<file path="src/hw/rtl/stwrm_pkg.sv">
`timescale 1ns / 1ps

package stwrm_pkg;

    // One tick of the pin sequencer
    typedef struct packed {
        logic       action;
        logic [7:0] command;
        logic       data_in;
    } in_t;

    // Pin levels and transaction status after the tick
    typedef struct packed {
        logic        clock_out;
        logic        data_release;
        logic        busy_res;
        logic        done_res;
        logic [1:0]  status;
        logic [15:0] raw_value;
    } out_t;

    localparam int CFG_W   = 32;
    localparam int PHASE_W = 10;
    localparam int WAIT_W  = 32;

    // Register indexes on the write port
    localparam logic REG_PHASE_TICKS = 1'b0;
    localparam logic REG_WAIT_LIMIT  = 1'b1;

    localparam logic [PHASE_W-1:0] PHASE_TICKS_RST = 10'd100;
    localparam logic [WAIT_W-1:0]  WAIT_LIMIT_RST  = 32'd100000000;

    // Pin steps that the ack release check lasts
    localparam logic [WAIT_W-1:0] ACK_REL_STEPS = 32'd10;
    localparam logic [2:0]        LAST_BIT      = 3'd7;

    localparam logic [1:0] STATUS_OK        = 2'd0;
    localparam logic [1:0] STATUS_NO_ACK    = 2'd1;
    localparam logic [1:0] STATUS_ACK_STUCK = 2'd2;
    localparam logic [1:0] STATUS_TIMEOUT   = 2'd3;

endpackage

</file>
<file path="src/hw/rtl/stwrm_seq.sv">
`timescale 1ns / 1ps

module stwrm_seq (
    input  logic                         clk,
    input  logic                         rst_n,
    input  logic                         step_en,
    input  stwrm_pkg::in_t               item,
    input  logic                         cfg_we,
    input  logic                         cfg_index,
    input  logic [stwrm_pkg::CFG_W-1:0]  cfg_data,
    output stwrm_pkg::out_t              res
);

    typedef enum logic [4:0] {
        S_IDLE, S_ST0, S_ST1, S_ST2, S_ST3, S_ST4, S_CMDH, S_CMDL, S_ACKH, S_ACKREL,
        S_WAIT, S_A_H1, S_A_H2, S_A_L, S_MACKH, S_MACKL, S_B_H1, S_B_H2, S_B_L, S_CRC
    } step_t;

    // {clock level, data release} for each step
    function automatic logic [1:0] pin_levels(input step_t s);
        logic [1:0] levels;
        begin
            unique case (s)
                S_ST1:                        levels = 2'b10;
                S_ST2:                        levels = 2'b00;
                S_ST3, S_CMDH, S_ACKH,
                S_A_H1, S_A_H2, S_B_H1,
                S_B_H2, S_CRC:                levels = 2'b11;
                S_MACKH:                      levels = 2'b10;
                S_MACKL:                      levels = 2'b00;
                default:                      levels = 2'b01;
            endcase
            return levels;
        end
    endfunction

    logic [stwrm_pkg::PHASE_W-1:0] phase_ticks_reg;
    logic [stwrm_pkg::WAIT_W-1:0]  wait_limit_reg;

    step_t                         step_reg, step_next;
    logic [2:0]                    bit_count_reg, bit_count_next;
    logic [stwrm_pkg::PHASE_W-1:0] phase_count_reg, phase_count_next;
    logic [stwrm_pkg::WAIT_W-1:0]  wait_count_reg, wait_count_next;
    logic [15:0]                   shift_data_reg, shift_data_next;
    logic [7:0]                    command_hold_reg, command_hold_next;
    logic                          clock_level_reg, clock_level_next;
    logic                          line_released_reg, line_released_next;

    logic [stwrm_pkg::PHASE_W-1:0] plen;
    logic [stwrm_pkg::WAIT_W-1:0]  wlim;
    logic [stwrm_pkg::PHASE_W-1:0] phase_inc;
    logic [stwrm_pkg::WAIT_W-1:0]  wait_inc;
    logic                          go;
    step_t                         target;
    logic                          fin;
    logic [1:0]                    fin_code;
    logic [1:0]                    lv;

    assign plen      = (phase_ticks_reg == '0) ? stwrm_pkg::PHASE_W'(1) : phase_ticks_reg;
    assign wlim      = (wait_limit_reg == '0) ? stwrm_pkg::WAIT_W'(1) : wait_limit_reg;
    assign phase_inc = phase_count_reg + stwrm_pkg::PHASE_W'(1);
    assign wait_inc  = wait_count_reg + stwrm_pkg::WAIT_W'(1);

    always_comb
    begin
        step_next          = step_reg;
        bit_count_next     = bit_count_reg;
        phase_count_next   = phase_count_reg;
        wait_count_next    = wait_count_reg;
        shift_data_next    = shift_data_reg;
        command_hold_next  = command_hold_reg;
        clock_level_next   = clock_level_reg;
        line_released_next = line_released_reg;
        go       = 1'b0;
        target   = S_IDLE;
        fin      = 1'b0;
        fin_code = stwrm_pkg::STATUS_OK;
        lv       = 2'b01;

        if (step_en)
        begin
            unique case (step_reg)
                S_IDLE:
                begin
                    if (item.action)
                    begin
                        command_hold_next = item.command;
                        bit_count_next    = '0;
                        wait_count_next   = '0;
                        shift_data_next   = '0;
                        go                = 1'b1;
                        target            = S_ST0;
                    end
                end
                S_WAIT:
                begin
                    if (!item.data_in)
                    begin
                        bit_count_next = '0;
                        go             = 1'b1;
                        target         = S_A_H1;
                    end
                    else
                    begin
                        wait_count_next = wait_inc;
                        if (wait_inc >= wlim)
                        begin
                            fin      = 1'b1;
                            fin_code = stwrm_pkg::STATUS_TIMEOUT;
                        end
                    end
                end
                default:
                begin
                    phase_count_next = phase_inc;
                    if (phase_inc >= plen)
                    begin
                        unique case (step_reg) inside
                            S_ST0, S_ST1, S_ST2, S_ST3, S_A_H2, S_B_H2, S_MACKH:
                            begin
                                go     = 1'b1;
                                target = step_t'(step_reg + 5'd1);
                            end
                            S_ST4:
                            begin
                                bit_count_next = '0;
                                go             = 1'b1;
                                target         = S_CMDH;
                            end
                            S_CMDH:
                            begin
                                go     = 1'b1;
                                target = S_CMDL;
                            end
                            S_CMDL:
                            begin
                                go = 1'b1;
                                if (bit_count_reg >= stwrm_pkg::LAST_BIT)
                                begin
                                    bit_count_next = '0;
                                    target         = S_ACKH;
                                end
                                else
                                begin
                                    bit_count_next = bit_count_reg + 3'd1;
                                    target         = S_CMDH;
                                end
                            end
                            S_ACKH:
                            begin
                                if (item.data_in)
                                begin
                                    fin      = 1'b1;
                                    fin_code = stwrm_pkg::STATUS_NO_ACK;
                                end
                                else
                                begin
                                    wait_count_next = '0;
                                    go              = 1'b1;
                                    target          = S_ACKREL;
                                end
                            end
                            S_ACKREL:
                            begin
                                wait_count_next = wait_inc;
                                if (wait_inc < stwrm_pkg::ACK_REL_STEPS)
                                    phase_count_next = '0;
                                else if (!item.data_in)
                                begin
                                    fin      = 1'b1;
                                    fin_code = stwrm_pkg::STATUS_ACK_STUCK;
                                end
                                else
                                begin
                                    wait_count_next = '0;
                                    go              = 1'b1;
                                    target          = S_WAIT;
                                end
                            end
                            S_A_H1, S_B_H1:
                            begin
                                shift_data_next = {shift_data_reg[14:0], item.data_in};
                                go              = 1'b1;
                                target          = step_t'(step_reg + 5'd1);
                            end
                            S_A_L, S_B_L:
                            begin
                                go = 1'b1;
                                if (bit_count_reg >= stwrm_pkg::LAST_BIT)
                                begin
                                    bit_count_next = '0;
                                    target         = (step_reg == S_A_L) ? S_MACKH : S_CRC;
                                end
                                else
                                begin
                                    bit_count_next = bit_count_reg + 3'd1;
                                    target         = step_t'(step_reg - 5'd2);
                                end
                            end
                            S_MACKL:
                            begin
                                bit_count_next = '0;
                                go             = 1'b1;
                                target         = S_B_H1;
                            end
                            S_CRC:
                            begin
                                fin      = 1'b1;
                                fin_code = stwrm_pkg::STATUS_OK;
                            end
                            default:
                            begin
                                go     = 1'b1;
                                target = S_IDLE;
                            end
                        endcase
                    end
                end
            endcase
        end

        // End of transaction: drop back to idle, clock low, line released
        if (fin)
        begin
            go     = 1'b1;
            target = S_IDLE;
        end

        if (go)
        begin
            lv                 = pin_levels(target);
            step_next          = target;
            phase_count_next   = '0;
            clock_level_next   = lv[1];
            line_released_next = lv[0];
            if (target == S_CMDH || target == S_CMDL)
                line_released_next = command_hold_next[stwrm_pkg::LAST_BIT - bit_count_next];
        end
    end

    always_comb
    begin
        res.clock_out    = clock_level_next;
        res.data_release = line_released_next;
        res.busy_res     = (step_next != S_IDLE);
        res.done_res     = fin;
        res.status       = fin ? fin_code : stwrm_pkg::STATUS_OK;
        res.raw_value    = (fin && fin_code == stwrm_pkg::STATUS_OK) ? shift_data_next : 16'd0;
    end

    always_ff @(posedge clk or negedge rst_n)
    begin
        if (!rst_n)
        begin
            phase_ticks_reg <= stwrm_pkg::PHASE_TICKS_RST;
            wait_limit_reg  <= stwrm_pkg::WAIT_LIMIT_RST;
        end
        else if (cfg_we)
        begin
            unique case (cfg_index)
                stwrm_pkg::REG_PHASE_TICKS:
                    phase_ticks_reg <= cfg_data[stwrm_pkg::PHASE_W-1:0];
                stwrm_pkg::REG_WAIT_LIMIT:
                    wait_limit_reg  <= cfg_data[stwrm_pkg::WAIT_W-1:0];
                default:
                    phase_ticks_reg <= phase_ticks_reg;
            endcase
        end
    end

    always_ff @(posedge clk or negedge rst_n)
    begin
        if (!rst_n)
        begin
            step_reg          <= S_IDLE;
            bit_count_reg     <= '0;
            phase_count_reg   <= '0;
            wait_count_reg    <= '0;
            shift_data_reg    <= '0;
            command_hold_reg  <= '0;
            clock_level_reg   <= 1'b0;
            line_released_reg <= 1'b1;
        end
        else if (step_en)
        begin
            step_reg          <= step_next;
            bit_count_reg     <= bit_count_next;
            phase_count_reg   <= phase_count_next;
            wait_count_reg    <= wait_count_next;
            shift_data_reg    <= shift_data_next;
            command_hold_reg  <= command_hold_next;
            clock_level_reg   <= clock_level_next;
            line_released_reg <= line_released_next;
        end
    end

endmodule

</file>
<file path="src/hw/rtl/stwrm_out.sv">
`timescale 1ns / 1ps

module stwrm_out (
    input  logic            clk,
    input  logic            rst_n,
    input  logic            load_valid,
    input  stwrm_pkg::out_t load_data,
    output logic            load_stall,
    output logic            out_valid,
    input  logic            out_stall,
    output stwrm_pkg::out_t out_data
);

    logic            valid_reg;
    stwrm_pkg::out_t data_reg;

    // Hold while the result waits; refill in the cycle it drains
    assign load_stall = valid_reg && out_stall;
    assign out_valid  = valid_reg;
    assign out_data   = data_reg;

    always_ff @(posedge clk or negedge rst_n)
    begin
        if (!rst_n)
            valid_reg <= 1'b0;
        else if (!load_stall)
            valid_reg <= load_valid;
    end

    always_ff @(posedge clk)
    begin
        if (!load_stall && load_valid)
            data_reg <= load_data;
    end

endmodule

</file>
<file path="src/hw/rtl/sensor_two_wire_read_master.sv">
`timescale 1ns / 1ps

// The result of an item is loaded into the output register as the item is accepted.
// Throughput: one item per cycle; the sequencer step and the result register both update
// in the accept cycle, and a waiting result stalls input only while out_stall is high.
// Reset: sequencer idle, clock line low, data line released, output register empty,
// phase_ticks 100 and wait_limit 100000000.
module sensor_two_wire_read_master (
    input  logic                        clk,
    input  logic                        rst_n,
    input  logic                        in_valid,
    output logic                        in_stall,
    input  stwrm_pkg::in_t              in_data,
    output logic                        out_valid,
    input  logic                        out_stall,
    output stwrm_pkg::out_t             out_data,
    input  logic                        cfg_we,
    input  logic                        cfg_index,
    input  logic [stwrm_pkg::CFG_W-1:0] cfg_data
);

    logic            accept;
    stwrm_pkg::out_t res;

    assign accept = in_valid && !in_stall;

    stwrm_seq u_seq (
        .clk       (clk),
        .rst_n     (rst_n),
        .step_en   (accept),
        .item      (in_data),
        .cfg_we    (cfg_we),
        .cfg_index (cfg_index),
        .cfg_data  (cfg_data),
        .res       (res)
    );

    stwrm_out u_out (
        .clk        (clk),
        .rst_n      (rst_n),
        .load_valid (in_valid),
        .load_data  (res),
        .load_stall (in_stall),
        .out_valid  (out_valid),
        .out_stall  (out_stall),
        .out_data   (out_data)
    );

endmodule
</file>
<file path="config.mk">
export PLATFORM = sky130hd
export DESIGN_NAME = sensor_two_wire_read_master
export DESIGN_NICKNAME = d
export VERILOG_FILES = /design/src/hw/rtl/stwrm_pkg.sv /design/src/hw/rtl/stwrm_seq.sv /design/src/hw/rtl/stwrm_out.sv /design/src/hw/rtl/sensor_two_wire_read_master.sv
export SDC_FILE = /design/constraint.sdc
export NUM_CORES = 1
export LEC_CHECK = 0
export ABC_AREA = 0
export BUFFER_PORTS_ARGS = -buffer_cell sky130_fd_sc_hd__buf_2
export CAP_MARGIN = 30
export CORE_MARGIN = 2
export CORE_UTILIZATION = 49
export DETAILED_ROUTE_END_ITERATION = 8
export HOLD_SLACK_MARGIN = 0.03
export PLACE_DENSITY = 0.68
export SLEW_MARGIN = 20
export SYNTH_ARGS = -nofsm -noshare
export SYNTH_HDL_FRONTEND = slang
export SYNTH_SLANG_ARGS = --single-unit
</file>
<file path="constraint.sdc">
create_clock -name clk -period 4.5 [get_ports clk]
set_input_delay 1.125 -clock clk [delete_from_list [all_inputs] [get_ports clk]]
set_output_delay 1.125 -clock clk [all_outputs]
set_load 0.01 [all_outputs]
</file>
Word-level counts from Yosys, hierarchy flattened
Memory sizes are Yosys's and may differ from the RTL's.
Cells that the tools add are included.
W data, S select, Z words.
- register bits after elaboration: 141
- memory bits (read-only): 64
- input bits: 48
- output and inout port bits: 24
- word-level logic and storage cells: 150
- memories kept: 1
- $add $sub $neg: 6
- magnitude comparators: 5
- equal/unequal tests: 25
- mux-type cells: 73
- bitwise logic cells: 1
- reduce and logical (&&, ||, !) cells: 22
- memories (memory ; words ; bits a word ; rd ports ; clocked after memory_dff ; wr ports ; line ; text):
    (no name shown) ; 32 ; 2 ; 1 ; 0 ; 0 ; stwrm_seq.sv:23 ; unique case (s)
- operators with widths (cell ; count):
    $mux W32 ; 7
    $pmux W32 S2 ; 2
    $mux W10 ; 6
    $mux W16 ; 3
    $eq A5 B4 Y1 const B ; 8
    $pmux W5 S8 ; 1
    $mux W5 ; 7
    $add A32 B1 Y32 const B ; 1
    $ge A32 B32 Y1 ; 1
    $logic_not A32 Y1 ; 1
    $lt A32 B4 Y1 const B ; 1
    $pmux W16 S2 ; 1
    $eq A5 B3 Y1 const B ; 6
    $mux W8 ; 3
    $eq A5 B5 Y1 const B ; 4
    $mux W1 ; 18
    $mux W4 ; 4
    $mux W3 ; 5
    $mux W2 ; 6
    $pmux W3 S2 ; 2
    $add A10 B1 Y10 const B ; 1
    $eq A5 B2 Y1 const B ; 2
    $ge A10 B10 Y1 ; 1
    $logic_not A10 Y1 ; 1
    29 further kinds ; 40

Logic depth before layout (Yosys ltp)
Gate-level depths: netlist of run 1.
- word-level depth: 12
- depth in mapped cells: 25

Modules after synthesis
Synthesis of run 1 repeated with hierarchy kept, for this count alone.
- cell total of the unflattened synthesis: 884
- area total of the unflattened synthesis: 8793.4 µm²
- modules (own cells, without submodules) (module ; instances ; cells each ; area an instance (µm²)):
    stwrm_seq ; 1 ; 857 ; 8069.0
    stwrm_out ; 1 ; 26 ; 710.7
    sensor_two_wire_read_master ; 1 ; 1 ; 13.8

Least setup slack after synthesis of run 1
Ideal clock, no wire load.
- kind: flip-flop to flip-flop
- from: register u_seq.wait_count_reg[2] in the netlist's numbering
- to: register u_out.data_reg (netlist bit u_out.out_data[21]), data pin
- library setup time: 0.269 ns
- data arrival time: 4.694 ns
- slack: -0.463 ns
- cell stages (with the launch flop): 26
- buffers on the path: 4
- clock period less this slack: 4.963 ns
- cell sequence: dfrtp_1 buf_4 nand3_2 or4_4 buf_6 or2_0 clkbuf_1 nor2_1 nand2_1 xnor2_1 ha_1 nand4_1 nor2_1 a21oi_1 and4_1 o21ai_0 a221o_1 a41oi_1 a31oi_1 buf_2 nor2_2 inv_1 ha_1 or3_1 a211oi_1 a211oi_1
- RTL lines (element ; line ; text):
    from (decl) ; stwrm_seq.sv:43 ; logic [stwrm_pkg::WAIT_W-1:0] wait_count_reg, wait_count_next;
    from (signal assigned) ; stwrm_seq.sv:289 ; wait_count_reg <= wait_count_next;
    to (signal assigned) ; stwrm_out.sv:33 ; data_reg <= load_data;
    to (decl) ; stwrm_out.sv:15 ; stwrm_pkg::out_t data_reg;

==> key figures, run 1 <==
Status
  – Run status: finished, violations left
  – Violated checks: DRC, setup timing

Finish
  – Post-Route Utilization: 0.626
  – Sequential cell area: 0.00366 mm²
  – Number of filler instances in the final layout: 1459
  – Most frequent cells in the layout: 136 x sky130_fd_sc_hd__buf_4, 103 x sky130_fd_sc_hd__dfrtp_1, 70 x sky130_fd_sc_hd__buf_2
  – Area of the multi-input gates: 0.00512 mm²
  – Proportion of layout cells with a drive suffix above 1: 0.320
  – Diodes inserted: 0
  – Most frequent standard cell in the layout excluding fill and tap cells: sky130_fd_sc_hd__buf_4
  – Post-layout nets: 1209
  – Final Non-Filler Cells: 1348
  – Growth of design area from synthesis to finish: 25.0%
  – Summed area of non-filler cells in the final layout: 0.0113 mm²

Floorplan
  – Core Region: 0.0181 mm²
  – Number of placed I/O pins: 72
  – Die area: 0.0196 mm²
  – Horizontal die dimension: 140 µm
  – Starting Density: 0.501
  – Die height: 140 µm
  – Row count: 49

Clock tree
  – Clock Tree Root: sky130_fd_sc_hd__clkbuf_16
  – Count of H-tree levels built during CTS: 4
  – Clock tree from TritonCTS: built
  – Number of CTS-inserted buffers: 17
  – Clock sink count: 141
  – Clock Pin Slew Worst Setup and Hold Paths: 0.07 ns
  – Later-pin clock latency in the skew report: 0.43 ns
  – Clock buffer depth: 2

Detailed routing
  – Post-route antenna net violation count: 0
  – Mean number of vias per cell: 5.89
  – Final Routed Wirelength: 23500 µm
  – Residual DRC: 4
  – Routed vias: 7935
  – First-iteration detailed-routing DRC count: 707
  – WL per Instance: 17.4 µm
  – Count of TritonRoute iterations in the first routing pass: 8

Power and ir drop
  – Pleak: 5.42 nW
  – IR Drop Worst-Case VDD: 0.263 mV
  – Ratio of total power to cell area: 324 mW/mm²

Global route
  – Wire length of the first global-routing pass: 39300 µm
  – Vias in the first global route: 7843
  – Initial antenna violation count: 0
  – Total global-route track usage: 0.247
  – Total overflow reported by the global router: 0
  – Maximum number of pins on one net before global-route repair: 83

Synthesis
  – Count of flip-flops with a built-in enable after synthesis: 22
  – Fraction of the yosys area taken by sequential cells: 0.404
  – Synth area leaders: sky130_fd_sc_hd__dfrtp_1 28%, sky130_fd_sc_hd__ha_1 7.6%, sky130_fd_sc_hd__edfxtp_1 7.3%
  – Synth Instances: 930
  – Synth Flop Type: sky130_fd_sc_hd__dfrtp_1
  – Biggest area consumer among synthesized cells: sky130_fd_sc_hd__dfrtp_1
  – Synthesis-stage register bit count: 141
  – Avg Inst Size Synth: 9.75 µm²
  – Cell area after technology mapping: 0.00906 mm²
  – Total nets after synthesis: 1033
  – Yosys top cell area share: 0.284
  – Fraction of registers with async set/reset: 0.844
  – Synth Warn #: 0
  – Distinct cells, synth: 87

Worst setup path
  – Data arrival time of the worst path: 5.21 ns
  – Logic depth of the worst register-to-register path: 20
  – Endpoint of the worst register-to-register path: u_out.out_data[21]$_DFFE_PP_
  – Critical path data required time: 4.76 ns
  – Element type at the critical path end: flip-flop
  – Worst setup path class: flip-flop to flip-flop
  – Startpoint types: flip-flop
  – Launching point of the worst reg2reg path: u_seq.wait_count_reg[8]$_DFFE_PN0P_
  – Maximum net fanout on the critical path: 4
  – Register-to-register setup slack: -0.45 ns

STA
  – Peak clock frequency supported by timing: 202 MHz
  – Shortest period the worst path allows: 4.95 ns
  – Crit share post-route: 1.10
  – Worst clock skew: 0.0156 ns
  – Count of final max-slew check failures: 0
  – Final worst-path setup slack: -0.451 ns
  – Final setup viols: 4
  – Fin. Hold Viols: 0
  – Remaining max-slew budget at the tightest pin: 0.520
  – Worst-Margin Slew: 0.716 ns
  – Setup Total Neg Slack: -1.03 ns
  – Unrepaired setup endpoints after global routing: yes

Placed design
  – Placement-stage worst setup slack: -0.479 ns
  – Count of input and output buffers: 71
  – Placed instance area: 0.0104 mm²
  – Dpl hpwl: 17000 µm
  – Final weighted congestion of routability-driven global placement: 0.968
  – DP Cell Count: 1300

Flow run
  – Count of max-cap constraint violations: 0

Hold path
  – Hold Path Origin: u_seq.command_hold_reg[5]$_DFFE_PN0P_
  – HP Class: flip-flop to flip-flop
  – Hold Path Depth: 1
  – Hold path endpoint: u_seq.command_hold_reg[5]$_DFFE_PN0P_
-- worst max path at each step --
stage / slack, ns / start / end / depth (start not counted)
4_1_cts: -0.28 / u_seq.wait_count_reg[9]$_DFFE_PN0P_ / u_out.out_data[21]$_DFFE_PP_ / 21
6_report: -0.45 / u_seq.wait_count_reg[8]$_DFFE_PN0P_ / u_out.out_data[21]$_DFFE_PP_ / 20
5_1_grt: -0.62 / u_seq.wait_count_reg[8]$_DFFE_PN0P_ / u_out.out_data[21]$_DFFE_PP_ / 20
3_5_place_dp: -0.48 / u_seq.wait_count_reg[4]$_DFFE_PN0P_ / u_seq.clock_level_reg$_DFFE_PN0P_ / 23
3_3_place_gp: -0.33 / u_seq.wait_count_reg[4]$_DFFE_PN0P_ / u_out.out_data[21]$_DFFE_PP_ / 21
2_1_floorplan: -0.32 / u_seq.wait_count_reg[2]$_DFFE_PN0P_ / u_out.out_data[21]$_DFFE_PP_ / 24
-- critical path, stage by stage (launching register included) --
cell and delay, ns:
sky130_fd_sc_hd__dfrtp_1 0.42, sky130_fd_sc_hd__nand3_2 0.10, sky130_fd_sc_hd__or4_4 0.60, sky130_fd_sc_hd__nor4b_4 0.30, sky130_fd_sc_hd__buf_4 0.18, sky130_fd_sc_hd__xor2_1 0.16, sky130_fd_sc_hd__ha_1 0.27, sky130_fd_sc_hd__a21o_1 0.20
sky130_fd_sc_hd__a21oi_2 0.15, sky130_fd_sc_hd__nor2b_1 0.06, sky130_fd_sc_hd__o211ai_1 0.17, sky130_fd_sc_hd__a31oi_1 0.13, sky130_fd_sc_hd__a221o_1 0.36, sky130_fd_sc_hd__a41oi_2 0.18, sky130_fd_sc_hd__a31oi_1 0.06, sky130_fd_sc_hd__buf_4 0.17
sky130_fd_sc_hd__a21oi_4 0.17, sky130_fd_sc_hd__ha_1 0.26, sky130_fd_sc_hd__and3b_1 0.17, sky130_fd_sc_hd__or4_4 0.43, sky130_fd_sc_hd__a211oi_2 0.24
-- through the flow --
step	power [mW]	hold WS, ns
finish	3.67	0.495
CTS	3.69	0.499
global route	3.84	0.519
floorplan	1.94	0.467
detailed placement	2.21	0.485
global placement	2.19	0.479
-- kinds of logic after synthesis --
| group | synth area share |
|---|---|
| and+or+nand+nor | 0.182 |
| adders and majority gates | 0.0759 |
| muxes | 0.0668 |
| buffers and inverters | 0.0523 |
| xor gates and xnor gates | 0.0406 |
| DFF | 0.404 |
| AOI/OAI and AO/OA | 0.179 |
-- cells in the mapped netlist, types with 10 or more instances --
library cell               count
sky130_fd_sc_hd__a21o_1       14
sky130_fd_sc_hd__a21oi_1      25
sky130_fd_sc_hd__a22o_1       37
sky130_fd_sc_hd__a22oi_1      20
sky130_fd_sc_hd__a31oi_1      23
sky130_fd_sc_hd__and3_1       16
sky130_fd_sc_hd__clkbuf_1     31
sky130_fd_sc_hd__dfrtp_1     103
sky130_fd_sc_hd__dfstp_2      16
sky130_fd_sc_hd__edfxtp_1     22
sky130_fd_sc_hd__ha_1         55
sky130_fd_sc_hd__inv_1        62
sky130_fd_sc_hd__mux2_2       42
sky130_fd_sc_hd__mux2i_1      11
sky130_fd_sc_hd__nand2_1      64
sky130_fd_sc_hd__nand3_1      34
sky130_fd_sc_hd__nand3b_1     10
sky130_fd_sc_hd__nand4_1      16
sky130_fd_sc_hd__nor2_1       60
sky130_fd_sc_hd__nor2b_1      10
sky130_fd_sc_hd__nor3_1       10
sky130_fd_sc_hd__nor4_1       17
sky130_fd_sc_hd__o21ai_0      37
sky130_fd_sc_hd__xnor2_1      23
sky130_fd_sc_hd__xor2_1       19
-- layout make-up --
class                   instances  area share
clock buffers                  18      0.0379
clock inverters                14      0.0165
inverters                      62      0.0205
multi-input cells             675       0.452
flip-flops and latches        141       0.323
well taps                     229      0.0253
repair buffers                209       0.125
-- metal layers --
metal	share of wire	vias to the layer above	track usage
li1	-	3786	-
met1	0.44	3812	0.328
met2	0.48	285	0.414
met3	0.051	52	0.0424
met4	0.026	0	0.0829
met5	0	-	0
-- power by group --
part	internal, mW	leakage (nW)	switching, mW
clock	0.884	0.298	0.590
sequential	1.43	1.74	0.0630
combinational	0.295	3.38	0.414
-- repair_timing --
action | 4_1_cts | 5_1_grt
hold buffers | 0 | 0
pin swaps | 17 | 11
setup buffers | 10 | 6
endpoints found under the setup margin | 4 | 34
resized for setup | 18 | 13
No activity file was read; power rests on OpenSTA's default activity.
==> inputs of run 2 (changes only) <==
SYNTH_HIERARCHICAL = 1   (was default)
==> key figures, run 2 <==
Status
  – Run status: finished, violations left (unchanged)
  – Violated checks: setup timing (was DRC, setup timing)

Synthesis
  – Synth Warn #: 6 (was 0)
  – Cell area after technology mapping: 0.00879 mm² (was 0.00906 mm²)
  – Fraction of the yosys area taken by sequential cells: 0.416 (was 0.404)
  – Fraction of registers with async set/reset: 0.844 (unchanged)
  – Avg Inst Size Synth: 9.95 µm² (was 9.75 µm²)
  – Top cell types by occurrence after synthesis: 103 x sky130_fd_sc_hd__dfrtp_1, 70 x sky130_fd_sc_hd__nand2_1, 59 x sky130_fd_sc_hd__inv_1 (was 103 x sky130_fd_sc_hd__dfrtp_1, 64 x sky130_fd_sc_hd__nand2_1, 62 x sky130_fd_sc_hd__inv_1)
  – Leading cell type by number of instances after synthesis: sky130_fd_sc_hd__dfrtp_1 (unchanged)
  – Total nets after synthesis: 987 (was 1033)
  – Synthesis-stage register bit count: 141 (unchanged)
  – Distinct cells, synth: 85 (was 87)
  – Synth Flop Type: sky130_fd_sc_hd__dfrtp_1 (unchanged)
  – Synth area leaders: sky130_fd_sc_hd__dfrtp_1 29%, sky130_fd_sc_hd__ha_1 7.8%, sky130_fd_sc_hd__edfxtp_1 7.5% (was sky130_fd_sc_hd__dfrtp_1 28%, sky130_fd_sc_hd__ha_1 7.6%, sky130_fd_sc_hd__edfxtp_1 7.3%)
  – Count of flip-flops with a built-in enable after synthesis: 22 (unchanged)
  – Yosys top cell area share: 0.293 (was 0.284)
  – Synth Instances: 884 (was 930)
  – Biggest area consumer among synthesized cells: sky130_fd_sc_hd__dfrtp_1 (unchanged)

Worst setup path
  – Data arrival time of the worst path: 5.05 ns (was 5.21 ns)
  – Startpoint types: flip-flop (unchanged)
  – Sequence of cells on the critical path: ha_4, nand2_4, or4_4, buf_6, buf_4, o21ai_1, nand2_2, ha_1, a2111oi_2, or3_1, a211oi_2, a211o_1, a32oi_1, o21ai_2, or2_4, inv_2, ha_4, nor2_1, nor2_1, o21ai_1, o22a_1, and3_4, o32a_1 (was nand3_2, or4_4, nor4b_4, buf_4, xor2_1, ha_1, a21o_1, a21oi_2, nor2b_1, o211ai_1, a31oi_1, a221o_1, a41oi_2, a31oi_1, buf_4, a21oi_4, ha_1, and3b_1, or4_4, a211oi_2)
  – Maximum net fanout on the critical path: 6 (was 4)
  – Element type at the critical path end: flip-flop (unchanged)
  – Largest stage delay on the critical path: 0.62 ns (was 0.60 ns)
  – Critical path data required time: 4.66 ns (was 4.76 ns)
  – Worst setup path class: flip-flop to flip-flop (unchanged)
  – Slowest-stage cell, CP: sky130_fd_sc_hd__or4_4 (unchanged)

Power and ir drop
  – Sequential cell fraction of total power: 0.400 (was 0.405)
  – Ratio of total power to cell area: 333 mW/mm² (was 324 mW/mm²)
  – Internal portion of total power: 2.64 mW (was 2.60 mW)
  – Total power after layout: 3.79 mW (was 3.67 mW)
  – Sw Ratio: 0.305 (was 0.291)
  – Switch Pwr: 1.16 mW (was 1.07 mW)
  – Portion of total power attributed to the clock network: 0.352 (was 0.402)
  – Pleak: 5.42 nW (about the same)
  – IR Drop Worst-Case VDD: 0.271 mV (was 0.263 mV)
  – Gate power share: 0.248 (was 0.193)

Global route
  – Total overflow reported by the global router: 0 (unchanged)
  – Maximum number of pins on one net before global-route repair: 66 (was 83)
  – Vias in the first global route: 7609 (was 7843)
  – Wire length of the first global-routing pass: 38100 µm (was 39300 µm)
  – Initial antenna violation count: 0 (unchanged)
  – Total global-route track usage: 0.255 (was 0.247)

Detailed routing
  – Post-route antenna net violation count: 0 (unchanged)
  – Mean number of vias per cell: 5.76 (was 5.89)
  – Final Routed Wirelength: 23400 µm (was 23500 µm)
  – WL per Instance: 17.6 µm (was 17.4 µm)
  – First-iteration detailed-routing DRC count: 566 (was 707)
  – Residual DRC: 0 (was 4)
  – Count of TritonRoute iterations in the first routing pass: 5 (was 8)
  – Routed vias: 7659 (was 7935)

STA
  – Shortest period the worst path allows: 4.89 ns (was 4.95 ns)
  – Final worst-path setup slack: -0.392 ns (was -0.451 ns)
  – Fin. Hold Viols: 0 (unchanged)
  – Worst-Margin Slew: 0.861 ns (was 0.716 ns)
  – Unrepaired setup endpoints after global routing: yes (unchanged)
  – Remaining max-slew budget at the tightest pin: 0.426 (was 0.520)
  – Crit share post-route: 1.09 (was 1.10)
  – Setup Total Neg Slack: -0.933 ns (was -1.03 ns)
  – Peak clock frequency supported by timing: 204 MHz (was 202 MHz)
  – Worst clock skew: 0.0107 ns (was 0.0156 ns)
  – Final setup viols: 4 (unchanged)
  – Count of final max-slew check failures: 0 (unchanged)

Finish
  – Diodes inserted: 0 (unchanged)
  – Sequential cell area: 0.00366 mm² (unchanged)
  – Most frequent standard cell in the layout excluding fill and tap cells: sky130_fd_sc_hd__buf_4 (unchanged)
  – Proportion of layout cells with a drive suffix above 1: 0.362 (was 0.320)
  – Most frequent cells in the layout: 154 x sky130_fd_sc_hd__buf_4, 103 x sky130_fd_sc_hd__dfrtp_1, 70 x sky130_fd_sc_hd__buf_2 (was 136 x sky130_fd_sc_hd__buf_4, 103 x sky130_fd_sc_hd__dfrtp_1, 70 x sky130_fd_sc_hd__buf_2)
  – Number of filler instances in the final layout: 1406 (was 1459)
  – Growth of design area from synthesis to finish: 29.5% (was 25.0%)
  – Post-layout nets: 1195 (was 1209)
  – Final Non-Filler Cells: 1330 (was 1348)
  – Area of the multi-input gates: 0.00507 mm² (was 0.00512 mm²)

Floorplan
  – Horizontal die dimension: 138 µm (was 140 µm)
  – Die height: 138 µm (was 140 µm)
  – Row count: 48 (was 49)
  – Number of placed I/O pins: 72 (unchanged)
  – Core Region: 0.0174 mm² (was 0.0181 mm²)
  – Die area: 0.0190 mm² (was 0.0196 mm²)
  – Starting Density: 0.505 (was 0.501)

Clock tree
  – Clock Pin Slew Worst Setup and Hold Paths: 0.06 ns (was 0.07 ns)
  – Clock tree from TritonCTS: built (unchanged)
  – Number of buffers added to fix hold violations after cts: 0 (unchanged)
  – Later-pin clock latency in the skew report: 0.42 ns (was 0.43 ns)
  – Clock Tree Root: sky130_fd_sc_hd__clkbuf_16 (unchanged)
  – Clock sink count: 141 (unchanged)
  – Number of CTS-inserted buffers: 17 (unchanged)
  – Clock buffer depth: 2 (unchanged)
  – Count of H-tree levels built during CTS: 4 (unchanged)

Placed design
  – Dpl hpwl: 16700 µm (was 17000 µm)
  – Count of input and output buffers: 71 (unchanged)
  – Placement-stage worst setup slack: -0.438 ns (was -0.479 ns)
  – Final weighted congestion of routability-driven global placement: 0.906 (was 0.968)
  – DP Cell Count: 1278 (was 1300)

Flow run
  – Count of max-cap constraint violations: 0 (unchanged)

Hold path
  – HP Class: flip-flop to flip-flop (unchanged)
run 2: changes by cell type after synthesis, moves of 7 or more:
cell                       before  now
sky130_fd_sc_hd__a22oi_1       20    3
sky130_fd_sc_hd__nor2b_1       10   23
sky130_fd_sc_hd__nor3_1        10   19
sky130_fd_sc_hd__nand2b_1       8   15
sky130_fd_sc_hd__a22o_1        37   26
sky130_fd_sc_hd__nor2_1        60   35
sky130_fd_sc_hd__o21ai_0       37   56
sky130_fd_sc_hd__nand3_1       34   20
sky130_fd_sc_hd__mux2i_1       11    4
sky130_fd_sc_hd__clkbuf_1      31   22
sky130_fd_sc_hd__a31oi_1       23    3
sky130_fd_sc_hd__o31ai_1        3   10
sky130_fd_sc_hd__nand3b_1      10    3
run 2: area by class of cell:
class	instances	area share
sequential	141	0.321
multi-input combinational	642	0.445
tap	225	0.0247
clock buffer	22	0.0426
timing repair buffer	231	0.140
clock inverter	10	0.00703
inverter	59	0.0194
run 2: worst paths after layout:
check	from	end	slack (ns)	cells past startpoint
worst max-delay path	u_seq/wait_count_reg[1]$_DFFE_PN0P_	u_out/out_data[20]$_DFFE_PP_	-0.39	23
worst min-delay path	u_seq/command_hold_reg[3]$_DFFE_PN0P_	u_seq/command_hold_reg[3]$_DFFE_PN0P_	0.49	1
worst max register to register	u_seq/wait_count_reg[1]$_DFFE_PN0P_	u_out/out_data[20]$_DFFE_PP_	-0.39	23
worst min register to register	u_seq/command_hold_reg[3]$_DFFE_PN0P_	u_seq/command_hold_reg[3]$_DFFE_PN0P_	0.49	1
max in group asynchronous	rst_n	u_seq/phase_ticks_reg[6]$_DFFE_PN1P_	2.80	2
min in group asynchronous	rst_n	u_seq/wait_count_reg[11]$_DFFE_PN0P_	0.82	1
run 2: per-stage QoR:
stage                     area, µm²  hold WS [ns]   util
after floorplan                8840         0.458      -
after global placement        10300         0.474  0.592
after detailed placement      10300         0.481  0.593
after CTS                     11100         0.496  0.637
after global routing          11400         0.503  0.654
final                         11400         0.493  0.654
run 2: repair_timing:
action | in CTS | in global routing
cloned | 0 | 0
setup buffers | 11 | 9
pin swaps | 22 | 27
resized for setup | 24 | 42
setup endpoints to repair | 5 | 14
run 2: routing by layer:
layer	track usage	routed length [µm]
met1	0.342	10200
met2	0.425	11500
met3	0.0471	1240
met4	0.0692	448
met5	0	0
run 2: critical path, delay by kind of cell, from the launching register on:
family                   cells  cell delay [ns]
buffers and inverters        3             0.36
adder cells (fa/ha/maj)      3             0.51
flip-flops                   1             0.39
AND/OR/NAND/NOR              8             1.55
AO/OA/AOI/OAI                9             1.81
run 2: cells by family after synthesis:
| family | count (synthesis) | synth area share |
|---|---|---|
| compound gates | 218 | 0.178 |
| xor+xnor | 38 | 0.0378 |
| fa+ha+maj | 55 | 0.0783 |
| buf+inv | 101 | 0.0494 |
| flops | 141 | 0.416 |
| mux | 49 | 0.0626 |
| simple gates | 282 | 0.178 |
run 2: power by group through the flow:
stage               Sequential [mW]  Clock, mW  Combinational [mW]
finish                         1.52       1.34               0.940
global route                   1.53       1.42                1.05
CTS                            1.52       1.37               0.903
detailed placement             1.54          0               0.883
global placement               1.54          0               0.871
floorplan                      1.53          0               0.564
==> inputs of run 3 (changes only) <==
CORE_ASPECT_RATIO = 1.2   (was default)
CORE_MARGIN = default   (was 2)
==> key figures, run 3 (same netlist as run 2, synthesis figures left out) <==
Finish
  – Diodes inserted: 0 (unchanged)
  – Area of the multi-input gates: 0.00501 mm² (was 0.00507 mm²)
  – Most frequent cells in the layout: 165 x sky130_fd_sc_hd__buf_4, 101 x sky130_fd_sc_hd__dfrtp_1, 70 x sky130_fd_sc_hd__buf_2 (was 154 x sky130_fd_sc_hd__buf_4, 103 x sky130_fd_sc_hd__dfrtp_1, 70 x sky130_fd_sc_hd__buf_2)
  – Sequential cell area: 0.00366 mm² (about the same)
  – Number of filler instances in the final layout: 1381 (was 1406)
  – Post-Route Utilization: 0.650 (was 0.654)
  – Proportion of layout cells with a drive suffix above 1: 0.362 (about the same)
  – Growth of design area from synthesis to finish: 30.0% (was 29.5%)
  – Most frequent standard cell in the layout excluding fill and tap cells: sky130_fd_sc_hd__buf_4 (unchanged)
  – Summed area of non-filler cells in the final layout: 0.0114 mm² (about the same)
  – Post-layout nets: 1204 (was 1195)

Clock tree
  – Number of buffers added to fix hold violations after cts: 0 (unchanged)
  – Clock sink count: 141 (unchanged)
  – Clock tree from TritonCTS: built (unchanged)
  – Count of H-tree levels built during CTS: 4 (unchanged)
  – Clock Tree Root: sky130_fd_sc_hd__clkbuf_16 (unchanged)
  – Clock Pin Slew Worst Setup and Hold Paths: 0.06 ns (about the same)
  – Number of CTS-inserted buffers: 17 (unchanged)
  – Clock buffer depth: 2 (unchanged)
  – Later-pin clock latency in the skew report: 0.42 ns (about the same)

Power and ir drop
  – Ratio of total power to cell area: 343 mW/mm² (was 333 mW/mm²)
  – Gate power share: 0.239 (was 0.248)
  – Sequential cell fraction of total power: 0.387 (was 0.400)
  – Portion of total power attributed to the clock network: 0.374 (was 0.352)
  – Sw Ratio: 0.301 (was 0.305)
  – Pleak: 5.42 nW (about the same)
  – Switch Pwr: 1.18 mW (was 1.16 mW)
  – Internal portion of total power: 2.75 mW (was 2.64 mW)
  – IR Drop Worst-Case VDD: 0.276 mV (was 0.271 mV)
  – Total power after layout: 3.93 mW (was 3.79 mW)

STA
  – Final worst-path setup slack: -0.439 ns (was -0.392 ns)
  – Remaining max-slew budget at the tightest pin: 0.555 (was 0.426)
  – Worst-Margin Slew: 0.668 ns (was 0.861 ns)
  – Unrepaired setup endpoints after global routing: yes (unchanged)
  – Shortest period the worst path allows: 4.94 ns (was 4.89 ns)
  – Crit share post-route: 1.10 (was 1.09)
  – Count of final max-slew check failures: 0 (unchanged)
  – Final setup viols: 5 (was 4)
  – Worst clock skew: 0.00919 ns (was 0.0107 ns)
  – Peak clock frequency supported by timing: 202 MHz (was 204 MHz)
  – Setup Total Neg Slack: -0.993 ns (was -0.933 ns)
  – Fin. Hold Viols: 0 (unchanged)

Global route
  – Wire length of the first global-routing pass: 37400 µm (was 38100 µm)
  – Met1 GRT Util: 0.306 (was 0.342)
  – Layer carrying the most global-route usage: met2 (unchanged)
  – Maximum number of pins on one net before global-route repair: 70 (was 66)
  – Total overflow reported by the global router: 0 (unchanged)
  – Total global-route track usage: 0.253 (was 0.255)
  – Vias in the first global route: 7581 (was 7609)
  – GR Layer Usage met2: 0.455 (was 0.425)
  – Global routing met3 resource utilization: 0.0416 (was 0.0471)
  – Initial antenna violation count: 0 (unchanged)

Status
  – Run status: finished, violations left (unchanged)
  – Violated checks: setup timing (unchanged)

Worst setup path
  – Cell depth of the worst setup path: 24 (was 23)
  – Worst setup path class: flip-flop to flip-flop (unchanged)
  – Launching point of the worst reg2reg path: u_seq/wait_count_reg[7]$_DFFE_PN0P_ (was u_seq/wait_count_reg[1]$_DFFE_PN0P_)
  – Data arrival time of the worst path: 5.11 ns (was 5.05 ns)
  – Endpoint of the worst register-to-register path: u_out/out_data[20]$_DFFE_PP_ (unchanged)
  – Startpoint types: flip-flop (unchanged)
  – Sequence of cells on the critical path: and4_4, nand4_1, buf_4, nor3_4, nand2_2, xnor2_2, ha_1, a21o_1, a21o_1, a211o_1, a21oi_2, o22ai_2, a211o_1, a32oi_1, o21ai_2, or2_4, inv_2, ha_4, nor2_1, nor2_1, o21ai_1, o22a_1, and3_4, o32a_1 (was ha_4, nand2_4, or4_4, buf_6, buf_4, o21ai_1, nand2_2, ha_1, a2111oi_2, or3_1, a211oi_2, a211o_1, a32oi_1, o21ai_2, or2_4, inv_2, ha_4, nor2_1, nor2_1, o21ai_1, o22a_1, and3_4, o32a_1)
  – Buffer and inverter count on the worst path: 2 (was 3)
  – Largest delay contributor family on the critical path: compound AO/OA/AOI/OAI gates (unchanged)
  – Largest stage delay on the critical path: 0.42 ns (was 0.62 ns)
  – Maximum net fanout on the critical path: 5 (was 6)
  – Endpoint of the most critical setup path: u_out/out_data[20]$_DFFE_PP_ (unchanged)
  – Critical path data required time: 4.67 ns (was 4.66 ns)
  – Logic depth of the worst register-to-register path: 24 (was 23)
  – Element type at the critical path end: flip-flop (unchanged)
  – Slowest-stage cell, CP: sky130_fd_sc_hd__dfrtp_1 (was sky130_fd_sc_hd__or4_4)
  – Register-to-register setup slack: -0.44 ns (was -0.39 ns)
  – Launching instance or port of the critical path: u_seq/wait_count_reg[7]$_DFFE_PN0P_ (was u_seq/wait_count_reg[1]$_DFFE_PN0P_)

Detailed routing
  – Residual DRC: 0 (unchanged)
  – First-iteration detailed-routing DRC count: 681 (was 566)
  – Post-route antenna net violation count: 0 (unchanged)
  – WL per Instance: 17.9 µm (was 17.6 µm)
  – Routed vias: 7771 (was 7659)
  – Count of TritonRoute iterations in the first routing pass: 5 (unchanged)
  – Final Routed Wirelength: 23900 µm (was 23400 µm)
  – Mean number of vias per cell: 5.83 (was 5.76)

Floorplan
  – Number of placed I/O pins: 72 (unchanged)
  – Die area: 0.0185 mm² (was 0.0190 mm²)
  – Row count: 53 (was 48)
  – Die height: 149 µm (was 138 µm)
  – Core Region: 0.0176 mm² (was 0.0174 mm²)
  – Starting Density: 0.500 (was 0.505)
  – Horizontal die dimension: 124 µm (was 138 µm)

Placed design
  – Final weighted congestion of routability-driven global placement: 0.979 (was 0.906)
  – Count of input and output buffers: 71 (unchanged)
  – Placed instance area: 0.0104 mm² (was 0.0103 mm²)
  – Dpl hpwl: 16500 µm (was 16700 µm)
  – Placement-stage worst setup slack: -0.389 ns (was -0.438 ns)

Flow run
  – Count of max-cap constraint violations: 0 (unchanged)

Hold path
  – HP Class: flip-flop to flip-flop (unchanged)
run 3: cell count changes in the layout (fill, tap and decap cells not counted), sizes merged:
cell,before,now
buf,231,240
bufinv,0,3
clkbuf,22,17
inv,62,64
run 3: area by class of cell:
class                      instances  share of cell area
timing repair buffer             240               0.145
sequential                       141               0.320
clock inverter                    15              0.0164
multi-input combinational        642               0.438
tap                              220              0.0241
clock buffer                      17              0.0372
inverter                          59              0.0194
run 3: how the worst min path moves through the flow:
stage                                          start                               endpoint  cells after the start
4_1_cts         u_seq/shift_data_reg[15]$_DFFE_PN0P_   u_seq/shift_data_reg[15]$_DFFE_PN0P_                      1
3_5_place_dp    u_seq/shift_data_reg[15]$_DFFE_PN0P_   u_seq/shift_data_reg[15]$_DFFE_PN0P_                      1
3_3_place_gp    u_seq/shift_data_reg[15]$_DFFE_PN0P_   u_seq/shift_data_reg[15]$_DFFE_PN0P_                      1
2_1_floorplan   u_seq/shift_data_reg[15]$_DFFE_PN0P_   u_seq/shift_data_reg[15]$_DFFE_PN0P_                      1
6_report       u_seq/command_hold_reg[1]$_DFFE_PN0P_  u_seq/command_hold_reg[1]$_DFFE_PN0P_                      1
5_1_grt        u_seq/command_hold_reg[1]$_DFFE_PN0P_  u_seq/command_hold_reg[1]$_DFFE_PN0P_                      1
run 3: power by group through the flow:
stage / Combinational (mW) / Sequential, mW / Clock (mW)
6_report: 0.938 / 1.52 / 1.47
3_5_place_dp: 0.888 / 1.54 / 0
3_3_place_gp: 0.878 / 1.53 / 0
2_1_floorplan: 0.564 / 1.53 / 0
4_1_cts: 0.918 / 1.52 / 1.49
5_1_grt: 1.03 / 1.54 / 1.55
run 3: what timing repair did:
action | CTS | global route
pin swaps | 20 | 23
endpoints found under the hold margin | 0 | 0
cloned | 0 | 0
setup endpoints to repair | 5 | 6
gates resized for setup | 12 | 37
buffers inserted | 10 | 8
run 3: per-stage QoR:
stage,std cells,hold WS [ns]
6_report,1334,0.496
5_1_grt,1334,0.506
4_1_cts,1326,0.498
3_5_place_dp,1284,0.473
3_3_place_gp,1283,0.476
2_1_floorplan,884,0.458
run 3: metal layers:
layer	wire length [µm]	part of all wire
met2	12300	0.51
met5	0	0
met4	708	0.030
met3	1010	0.042
met1	9880	0.41
